## src/sv/spft_pkg.sv

```systemverilog
// Shared types, request codes and a helper function of the subscriber prefix filter table.
package spft_pkg;

    localparam int DIGITS_W   = 60;
    localparam int LEN_W      = 4;
    localparam int IDX_W      = 4;
    localparam int COUNT_W    = 5;
    localparam int REQ_W      = 3;
    localparam int NIBBLES    = DIGITS_W / 4;
    localparam int MAX_DIGITS = 15;

    localparam logic [REQ_W-1:0] REQ_MATCH  = 3'd0;
    localparam logic [REQ_W-1:0] REQ_ADD    = 3'd1;
    localparam logic [REQ_W-1:0] REQ_REMOVE = 3'd2;
    localparam logic [REQ_W-1:0] REQ_CLEAR  = 3'd3;
    localparam logic [REQ_W-1:0] REQ_READ   = 3'd4;

    typedef enum logic [1:0] {
        ST_IDLE,
        ST_RUN,
        ST_FINISH
    } state_t;

    typedef struct packed {
        logic [DIGITS_W-1:0] digits;
        logic [LEN_W-1:0]    length;
        logic                exact;
    } entry_t;

    typedef struct packed {
        logic eq;
        logic hit;
    } match_t;

    // Keeps the leading len nibbles of a digit word, first digit on top.
    function automatic logic [DIGITS_W-1:0] lead_mask(input logic [LEN_W-1:0] len);
        logic [DIGITS_W-1:0] m;
        m = '0;
        for (int j = 0; j < NIBBLES; j++)
        begin
            if (LEN_W'(j) < len)
            begin
                m[DIGITS_W-1-4*j -: 4] = 4'hF;
            end
        end
        return m;
    endfunction

endpackage

```

## src/sv/spft_match.sv

```systemverilog
// Compare unit at the head of the chain: equal-string and filter-hit tests.
module spft_match
    import spft_pkg::*;
(
    input  entry_t              head,
    input  logic [DIGITS_W-1:0] digits,
    input  logic [LEN_W-1:0]    length,
    output match_t              result
);

    logic                eq;
    logic [DIGITS_W-1:0] diff;

    assign eq   = (head.length == length) && (head.digits == digits);
    assign diff = (digits ^ head.digits) & lead_mask(head.length);

    always_comb
    begin
        result.eq  = eq;
        result.hit = 1'b0;
        if (head.length != '0)
        begin
            if (head.exact)
            begin
                result.hit = eq;
            end
            else if (head.length <= length)
            begin
                result.hit = (diff == '0);
            end
        end
    end

endmodule

```

## config.mk

```make
export PLATFORM = sky130hd
export DESIGN_NAME = spft_match
export DESIGN_NICKNAME = d
export VERILOG_FILES = /design/src/sv/spft_pkg.sv /design/src/sv/spft_match.sv
export SDC_FILE = /design/constraint.sdc
export NUM_CORES = 1
export LEC_CHECK = 0
export BUFFER_PORTS_ARGS = -buffer_cell sky130_fd_sc_hd__buf_2
export CAP_MARGIN = 20
export CORE_AREA = 2 2 59 61
export DETAILED_ROUTE_END_ITERATION = 10
export DIE_AREA = 0 0 61 63
export PLACE_DENSITY = 0.81
export SLEW_MARGIN = 20
export SYNTH_ARGS = -nofsm -noshare
export SYNTH_HDL_FRONTEND = slang
export SYNTH_SLANG_ARGS = --single-unit
```

## constraint.sdc

```tcl
create_clock -name vclk -period 1.7
set_input_delay 0.17 -clock vclk [all_inputs]
set_output_delay 0.17 -clock vclk [all_outputs]
set_load 0.02 [all_outputs]
```

==> flow_metrics.env <==
export IMPL_ir_drop_uv=111
export IMPL_routed_wl_um=3480
export IMPL_postRouteAntennaNets=0
export IMPL_hold_viol_final=0
export IMPL_grt_max_degree=8
export IMPL_avgSynthCellArea_um2=8.24
export IMPL_max_stage_delay_ns=0.35
export IMPL_area_growth_pct=92.8
export IMPL_leakage_nw=1.07
export IMPL_ctsHoldBuffers=0
export IMPL_drc_errors=0
export IMPL_synthDominantCellAreaShare_pct=47.2
export IMPL_gp_congestion=0.827
export IMPL_hold_path_class="input port to output port"
export IMPL_critPathArrivalTime_ns=1.84
export IMPL_coreArea_um2=3230
export IMPL_startpoint_type="input port"
export IMPL_grt_pass1_vias=1379
export IMPL_final_common_cell="buf_2"
export IMPL_initialDrtViolationCount=11
export IMPL_rsz0062_at_grt="yes"
export IMPL_maxCapViolCount=0
export IMPL_grtUsageTotal_pct=16.3
export IMPL_setup_viol_count_final=2
export IMPL_worst_path_buf_inv=3
export IMPL_netlist_instances=126
export IMPL_design_seq_count=0
export IMPL_rows=21
export IMPL_crit_fanout=2
export IMPL_final_cell_mix="buf_2, xor2_1, buf_4, nor4_2, nor4_1"
export IMPL_first_pass_iters=4
export IMPL_layout_setup_ws_ns=-0.305
export IMPL_violations="negative setup slack"
export IMPL_dp_hpwl_um=3170
export IMPL_yosysWarnings=0
export IMPL_die_h_um=63
export IMPL_critPathKind="input port to output port"
export IMPL_status="finished, violations left"
export IMPL_floorplan_initialDensity_pct=32.1
export IMPL_fin_cells=321
export IMPL_seq_area_um2=0
export IMPL_period_share_pct=118
export IMPL_drive_gt1_share_pct=62.9
export IMPL_yosysSeqAreaShare_pct=0
export IMPL_required_ns=1.53
export IMPL_synthTopCellsByArea="xor2_1, nor4_1, ha_1"
export IMPL_numPortBuffers=131
export IMPL_utilization_pct=61.9
export IMPL_critPathTopFamily="simple AND/OR/NAND/NOR gates"
export IMPL_clockBufferCount=0
export IMPL_antennaDiodeCount=0
export IMPL_max_freq_mhz=499
export IMPL_period_needed_ns=2.01
export IMPL_die_w_um=61
export IMPL_final_net_count=410
export IMPL_synth_fp_nets=259
export IMPL_multiInputGateArea_um2=1080
export IMPL_wl_per_cell_um=10.8
export IMPL_fillers=306
export IMPL_drv_slew=0
export IMPL_ioPinCount=131
export IMPL_endpoint_kind="output port"
export IMPL_syn_area_um2=1040
export IMPL_final_area_um2=2000
export IMPL_crit_path_cell_trace="buf_6 > xor2_1 > nor4_2 > buf_4 > nand4b_1 > nor4_2 > nand3_1 > o41ai_4 > buf_4"
export IMPL_placed_cells=320
export IMPL_yosysTopAreaCell="xor2_1"
export IMPL_yosysUniqueCellTypes=35
export IMPL_antenna_found_initial=0
export IMPL_die_area_um2=3840
export IMPL_num_vias=1474
export IMPL_grt_overflow=0
export IMPL_viasPerCell=4.59
export IMPL_placed_cell_area_um2=1900
export IMPL_max_slew_margin_rel_pct=74.4
export IMPL_whs_ns=0.726
export IMPL_total_power_mw=0.415
export IMPL_grt_first_pass_wirelength_um=5160
export IMPL_cp_slowest_cell="nor4_2"
export IMPL_worst_pin_slew_ns=0.381
export IMPL_power_per_cell_area_nw_per_um2=208
## through the flow
stage | setup WS, ns | setup TNS (ns)
2_1_floorplan | -0.108 | -0.108
3_3_place_gp | -0.331 | -0.432
3_5_place_dp | -0.312 | -0.380
4_1_cts | -0.289 | -0.365
5_1_grt | -0.414 | -0.649
6_report | -0.305 | -0.448
## what timing repair did
| action | 4_1_cts | 5_1_grt |
|---|---|---|
| pin swaps | 2 | 10 |
| setup buffers | 0 | 1 |
| gates resized for setup | 2 | 14 |
| setup endpoints to repair | 2 | 2 |
## per-layer routing
metal,track usage (%),part of all wire [%],vias up
met4,0.815,0.55,0
met3,0.414,7.8,2
li1,-,-,759
met2,34.4,58,66
met5,0,0,-
met1,17.4,33,647
## cell usage after synthesis, types with 3 or more instances
cell type   n
a21oi_1     3
ha_1        4
inv_1       4
nand4_1     3
nor2_1      3
nor4_1     11
nor4_2      4
xnor2_1     4
xor2_1     56
## final timing paths
path / start / slack (ns) / to / cells after the start
max: digits[31] / -0.31 / result[0] / 9
min: head[0] / 0.73 / result[0] / 4
## layout make-up
| cell class | instances | area share [%] |
|---|---|---|
| inverters | 4 | 0.750 |
| multi-input cells | 119 | 53.7 |
| well taps | 46 | 2.88 |
| repair buffers | 152 | 42.6 |
## report_power, final
part / switching, mW / total, mW / internal, mW
sequential: 0 / 0 / 0
clock: 0 / 0 / 0
combinational: 0.177 / 0.415 / 0.239
## cells by family (layout without fill, tap and decap cells)
family,Yosys count,in the layout,share of synthesized area [%]
compound gates,12,12,9.40
xor+xnor,60,60,50.6
fa+ha+maj,4,4,4.82
buf+inv,7,156,4.34
simple gates,43,43,30.8
Power figures use the tool's default switching activity.
