--- src/sv/spft_pkg.sv ---
// Shared types, request codes and a helper function of the subscriber prefix filter table.
package spft_pkg;

    localparam int DIGITS_W   = 60;
    localparam int LEN_W      = 4;
    localparam int IDX_W      = 4;
    localparam int COUNT_W    = 5;
    localparam int REQ_W      = 3;
    localparam int NIBBLES    = DIGITS_W / 4;
    localparam int MAX_DIGITS = 15;

    localparam logic [REQ_W-1:0] REQ_MATCH  = 3'd0;
    localparam logic [REQ_W-1:0] REQ_ADD    = 3'd1;
    localparam logic [REQ_W-1:0] REQ_REMOVE = 3'd2;
    localparam logic [REQ_W-1:0] REQ_CLEAR  = 3'd3;
    localparam logic [REQ_W-1:0] REQ_READ   = 3'd4;

    typedef enum logic [1:0] {
        ST_IDLE,
        ST_RUN,
        ST_FINISH
    } state_t;

    typedef struct packed {
        logic [DIGITS_W-1:0] digits;
        logic [LEN_W-1:0]    length;
        logic                exact;
    } entry_t;

    typedef struct packed {
        logic eq;
        logic hit;
    } match_t;

    // Keeps the leading len nibbles of a digit word, first digit on top.
    function automatic logic [DIGITS_W-1:0] lead_mask(input logic [LEN_W-1:0] len);
        logic [DIGITS_W-1:0] m;
        m = '0;
        for (int j = 0; j < NIBBLES; j++)
        begin
            if (LEN_W'(j) < len)
            begin
                m[DIGITS_W-1-4*j -: 4] = 4'hF;
            end
        end
        return m;
    endfunction

endpackage

--- src/sv/spft_cell.sv ---
// One table cell: holds one filter entry and takes its neighbor's entry on each shift.
module spft_cell
    import spft_pkg::*;
(
    input  logic   clk,
    input  logic   shift,
    input  entry_t din,
    output entry_t dout
);

    entry_t entry_reg;

    always_ff @(posedge clk)
    begin
        if (shift)
        begin
            entry_reg <= din;
        end
    end

    assign dout = entry_reg;

endmodule

--- config.mk ---
export PLATFORM = sky130hd
export DESIGN_NAME = spft_cell
export DESIGN_NICKNAME = d
export VERILOG_FILES = /design/src/sv/spft_pkg.sv /design/src/sv/spft_cell.sv
export SDC_FILE = /design/constraint.sdc
export NUM_CORES = 1
export LEC_CHECK = 0
export BUFFER_PORTS_ARGS = -buffer_cell sky130_fd_sc_hd__buf_2
export CAP_MARGIN = 0
export CORE_MARGIN = 3
export CORE_UTILIZATION = 36
export CTS_CLUSTER_SIZE = 30
export DETAILED_ROUTE_END_ITERATION = 8
export PLACE_DENSITY = 0.84
export SYNTH_ARGS = -nofsm -noshare
export SYNTH_HDL_FRONTEND = slang
export SYNTH_SLANG_ARGS = --single-unit
--- constraint.sdc ---
create_clock -name clk -period 0.8 [get_ports clk]
set_clock_uncertainty 0.05 [all_clocks]
set_input_delay 0.16 -clock clk [delete_from_list [all_inputs] [get_ports clk]]
set_output_delay 0.16 -clock clk [all_outputs]
set_load 0.02 [all_outputs]
==> impl_metrics.json, run 1 <==
{
  "instances_no_fill": 349,
  "cp.required_ns": 0.59,
  "cts_inserted_buffers": 9,
  "wl_met3_um": 485,
  "syn_nets": 132,
  "synthesis.instances": 65,
  "stdcell_area_um2": 3870,
  "start_util_pct": 37.7,
  "wl_met2_mm": 2.93,
  "largest_reg_flops": 65,
  "power_mw": 7.68,
  "p_leak_nw": 1.64,
  "ant_nets": 0,
  "cp_num_buf_inv": 1,
  "critPathTopFamily": "flip-flops",
  "nets": 340,
  "ys_warn_count": 0,
  "rows": 26,
  "slew_headroom_pct": 88.3,
  "post-route-util_pct": 74.8,
  "drt_iter0_markers": 68,
  "yosysMostFrequentCell": "edfxtp_1",
  "min_path_type": "in -> reg",
  "rsz0062_at_grt": "true",
  "fmax_mhz": 916,
  "cts_tree": "built",
  "finalMaxSlewViolations": 0,
  "antenna_found_initial": 1,
  "cpMaxStageDelayCell": "edfxtp_1",
  "finalWorstSetupSlack_ns": -0.292,
  "clk_pin_slew_ns": 0.07,
  "routed_wl_mm": 5.31,
  "grt_pass1_wl_mm": 7.45,
  "gp_congestion": 0.634,
  "synthTopCellsByArea": "edfxtp_1 100%",
  "die_x_um": 79.6,
  "cts_buffer_depth": 2,
  "die_h_um": 79.6,
  "arrival_ns": 0.88,
  "ys_seq_area_share_pct": 100,
  "ir_drop_uv": 1330,
  "grt_max_degree": 34,
  "top_layer_used": "met4",
  "num-multi-input-gates": 0,
  "overflow": 0,
  "status": "complete, but fails checks",
  "routedWlPerCell_um": 15.2,
  "post-route-period-util_pct": 137,
  "powerDensity_nw_per_um2": 1990,
  "tightest_slew_ns": 0.175,
  "synth_flop_cell": "edfxtp_1",
  "setup_viol": 74,
  "ys_types": 1,
  "clock-sinks": 65,
  "placedCellCount": 268,
  "synth_top_area_share_pct": 100,
  "critPathCaptureType": "output pin",
  "violations": "negative setup slack",
  "synth_edf_count": 65,
  "ys_ff_latch": 65,
  "async_flop_share_pct": 0,
  "synth_commonest_cells": "65 x edfxtp_1",
  "wl_met1_mm": 1.81,
  "first_pass_iters": 4,
  "path_cells": "buf_6",
  "cts_setup_buffers": 0,
  "grt_pass1_vias": 1605,
  "synth_area_per_cell_um2": 30.0,
  "worstSetupStartpointType": "register",
  "syn-cell-area_um2": 1950,
  "yosysTopAreaCell": "edfxtp_1",
  "ctsRootBufferMaster": "clkbuf_8",
  "core-area_um2": 5170,
  "cp_max_fo": 1,
  "place_area_um2": 2740,
  "viasPerCell": 4.16,
  "grt_use_total_pct": 16.4,
  "area_growth_pct": 98.3,
  "die_area_um2": 6340,
  "via_count": 1453,
  "htreeDepth": 3,
  "drive_above_1_share_pct": 51.4,
  "multi_input_area_um2": 0,
  "finalHoldViolCount": 0,
  "drc_errors": 0,
  "path_class": "reg -> out",
  "boundaryPins": 132,
  "max_stage_delay_ns": 0.41,
  "portBuffers": 131,
  "fin_crit_ns": 1.09,
  "drv_cap": 0
}
-- per-layer routing --
metal  GRT usage [%]  up-vias
met1            15.6      674
met5               0        -
met3            6.55        8
met2            27.8       87
met4            12.7        0
li1                -      684
-- cell usage in the layout, fill, tap and decap left out --
cell type | synthesis | final
clkinv_2 | 0 | 2
clkbuf_8 | 0 | 9
buf_12 | 0 | 2
buf_6 | 0 | 53
edfxtp_1 | 65 | 65
clkinv_1 | 0 | 4
dlymetal6s4s_1 | 0 | 1
diode_2 | 0 | 1
clkbuf_1 | 0 | 1
buf_2 | 0 | 77
dlygate4sd3_1 | 0 | 64
-- power breakdown --
| part | switching, mW | total, mW | internal (mW) | leakage, nW |
|---|---|---|---|---|
| sequential | 0.116 | 4.17 | 4.05 | 0.636 |
| clock | 1.10 | 2.17 | 1.07 | 0.0800 |
| combinational | 0.593 | 1.34 | 0.746 | 0.923 |
| total | 1.81 | 7.68 | 5.87 | 1.64 |
-- cell type report --
cell class,instances,area (µm²)
Fill cell,314,1300
Antenna cell,1,2.50
Tap cell,70,87.6
Clock inverter,6,25.0
Timing Repair Buffer,197,1680
Sequential cell,65,1950
Clock buffer,10,128
-- through the flow --
| step | setup WS (ns) | hold slack [ns] | TNS, ns |
|---|---|---|---|
| 2_1_floorplan | 0.141 | 0.209 | 0 |
| 3_3_place_gp | -0.0723 | 0.286 | -4.25 |
| 3_5_place_dp | -0.0907 | 0.288 | -5.51 |
| 4_1_cts | -0.307 | 0.256 | -18.10 |
| 5_1_grt | -0.336 | 0.183 | -19.72 |
| 6_report | -0.292 | 0.173 | -16.88 |
-- repair_timing --
| action | CTS | global route |
|---|---|---|
| pin swaps | 0 | 0 |
| resized for setup | 42 | 65 |
| hold buffers | 65 | 0 |
| endpoints found under the setup margin | 65 | 67 |
| endpoints found under the hold margin | 65 | 0 |
-- worst paths after layout --
check,from,slack (ns),endpoint,cells after the start
worst min-delay path,din[54],0.17,dout[54],2
worst max-delay path,dout[29],-0.29,dout[29],1
-- kinds of logic (layout without fill, tap and decap cells) --
family | after synthesis | count (layout) | share of synthesized area (%)
flops | 65 | 65 | 100
buf+inv | 0 | 213 | 0
other cells | 0 | 1 | 0
Note: power is estimated with default switching activity, not from simulation.
==> inputs of run 2 (changes only) <==
- BUFFER_PORTS_ARGS: -buffer_cell sky130_fd_sc_hd__buf_2 -> default
- CORE_UTILIZATION: 36 -> 45
- DONT_BUFFER_PORTS: default -> 1
- PLACE_DENSITY: 0.84 -> default
==> run 2 against run 1 <==
  * The run ends with negative hold slack, negative setup slack left
  * Largest cell class unchanged
  * Sequential power is 8.4% higher
  * Cell area is 26% lower
  * Critical path depth is 1 lower
  * Via count is 35% lower
  * Largest power group unchanged
  * Non-clock buffer count is 132 lower
  * Clock-buffer cell count is 1 lower
  * Setup slack better by 0.062 ns
  * Global-route usage is 0.34 points higher
==> impl_metrics.json, run 2 (synthesized netlist as in run 1, its figures left out) <==
{
  "multi_input_area_um2": 0,
  "finalWorstSetupSlack_ns": -0.230,
  "die_area_um2": 5160,
  "cts_inserted_buffers": 9,
  "fmax_mhz": 970,
  "nets": 208,
  "drv_cap": 0,
  "grt_use_total_pct": 16.7,
  "clock-sinks": 65,
  "final_cell_mix": "65 x edfxtp_1, 65 x dlygate4sd3_1, 9 x clkbuf_8",
  "routed_wl_mm": 4.08,
  "ir_drop_uv": 1620,
  "slew_headroom_pct": 84.2,
  "pwr-share-seq_pct": 59.2,
  "setup_viol": 65,
  "drc_errors": 0,
  "ant_nets": 0,
  "arrival_ns": 0.82,
  "overflow": 0,
  "p_sw_share_pct": 21.3,
  "grt_max_degree": 66,
  "ctsRootBufferMaster": "clkbuf_8",
  "diodes": 0,
  "min_from": "shift",
  "antenna_found_initial": 0,
  "die_x_um": 71.9,
  "worstSetupStartpointType": "register",
  "powerDensity_nw_per_um2": 2660,
  "rows": 23,
  "die_h_um": 71.9,
  "p_switching_mw": 1.63,
  "critPathCaptureType": "output pin",
  "tightest_slew_ns": 0.238,
  "gp_congestion": 0.626,
  "status": "complete, but fails checks",
  "portBuffers": 0,
  "area_growth_pct": 47.2,
  "hold_depth": 0,
  "cts_tree": "built",
  "clkPwrFrac_pct": 37.3,
  "instances_no_fill": 196,
  "fill_cells": 250,
  "drt_iter0_markers": 59,
  "min_path_type": "in -> reg",
  "boundaryPins": 132,
  "p_leak_nw": 1.01,
  "start_util_pct": 47.8,
  "cp_max_fo": 1,
  "cts_hold_buf": 65,
  "num-multi-input-gates": 0,
  "grt_pass1_wl_mm": 5.95,
  "core-area_um2": 4090,
  "placedCellCount": 115,
  "cp.required_ns": 0.59,
  "htreeDepth": 3,
  "holdPathEnd": "dout[15]",
  "violations": "negative hold slack, negative setup slack",
  "setup_tns_ns": -14.00,
  "post-route-period-util_pct": 129,
  "power.internal_mw": 6.01,
  "pwr-share-comb_pct": 3.4,
  "largest_reg_flops": 65,
  "routedWlPerCell_um": 20.8,
  "clk_pin_slew_ns": 0.07,
  "viasPerCell": 4.82,
  "ctsResizeCount": 0,
  "cts_buffer_depth": 2,
  "via_count": 944,
  "drive_above_1_share_pct": 9.59,
  "fin_crit_ns": 1.03,
  "path_class": "reg -> out",
  "finalMaxSlewViolations": 0,
  "first_pass_iters": 4,
  "grt_pass1_vias": 1080,
  "finalHoldViolCount": 65,
  "cts_setup_buffers": 0,
  "power_mw": 7.63,
  "dp_slack_ns": 0.109,
  "fin_hold_ws_ns": -0.101,
  "rsz0062_at_grt": "true"
}
==> run 2: cell types whose count changed in the layout (fill, tap and decap cells not counted), moves of 2 or more <==
| cell | delta |
|---|---|
| clkinv_1 | -2 |
| buf_6 | -53 |
| buf_2 | -77 |
| buf_12 | -2 |
| bufinv_16 | +2 |
==> run 2: what timing repair did <==
action,in CTS,in global routing
pin swaps,0,0
endpoints found under the setup margin,65,65
endpoints found under the hold margin,130,65
==> run 2: worst max path at each step <==
| stage | from | endpoint | slack (ns) | depth (start not counted) |
|---|---|---|---|---|
| floorplan | dout[0] | dout[0] | 0.14 | 0 |
| global placement | dout[9] | dout[9] | 0.11 | 0 |
| detailed placement | dout[28] | dout[28] | 0.11 | 0 |
| CTS | dout[28] | dout[28] | -0.25 | 0 |
| global route | dout[17] | dout[17] | -0.26 | 0 |
| finish | dout[19] | dout[19] | -0.23 | 0 |
==> run 2: power by group through the flow <==
stage                     clock [mW]  combinational [mW]  sequential, mW
after floorplan                    0                   0            4.55
after detailed placement           0                   0            4.60
final                           2.85               0.262            4.52
after CTS                       2.92               0.257            4.53
after global routing            3.08               0.279            4.55
after global placement             0                   0            4.59
==> run 2: metrics by stage <==
| stage | utilization, % | hold WS, ns | area, µm² |
|---|---|---|---|
| after global routing | 70.3 | -0.125 | 2870 |
| final | 70.3 | -0.101 | 2870 |
| after CTS | 70.3 | -0.120 | 2870 |
| after global placement | 49.3 | 0.209 | 2010 |
| after detailed placement | 49.3 | 0.209 | 2010 |
| after floorplan | - | 0.209 | 1950 |
==> run 2: layout make-up <==
cell class	instances	area [µm²]	share of cell area, %
repair buffers	65	651	22.6
flip-flops and latches	65	1950	67.9
clock buffers	9	124	4.31
well taps	50	62.6	2.18
clock inverters	7	85.1	2.96
==> run 2: metal layers <==
metal / vias up / track usage (%) / share of wire (%)
met5: - / 0 / 0
met4: 0 / 10.0 / 2.9
met3: 13 / 8.13 / 11
met2: 85 / 28.9 / 54
met1: 431 / 15.8 / 33
li1: 415 / - / -
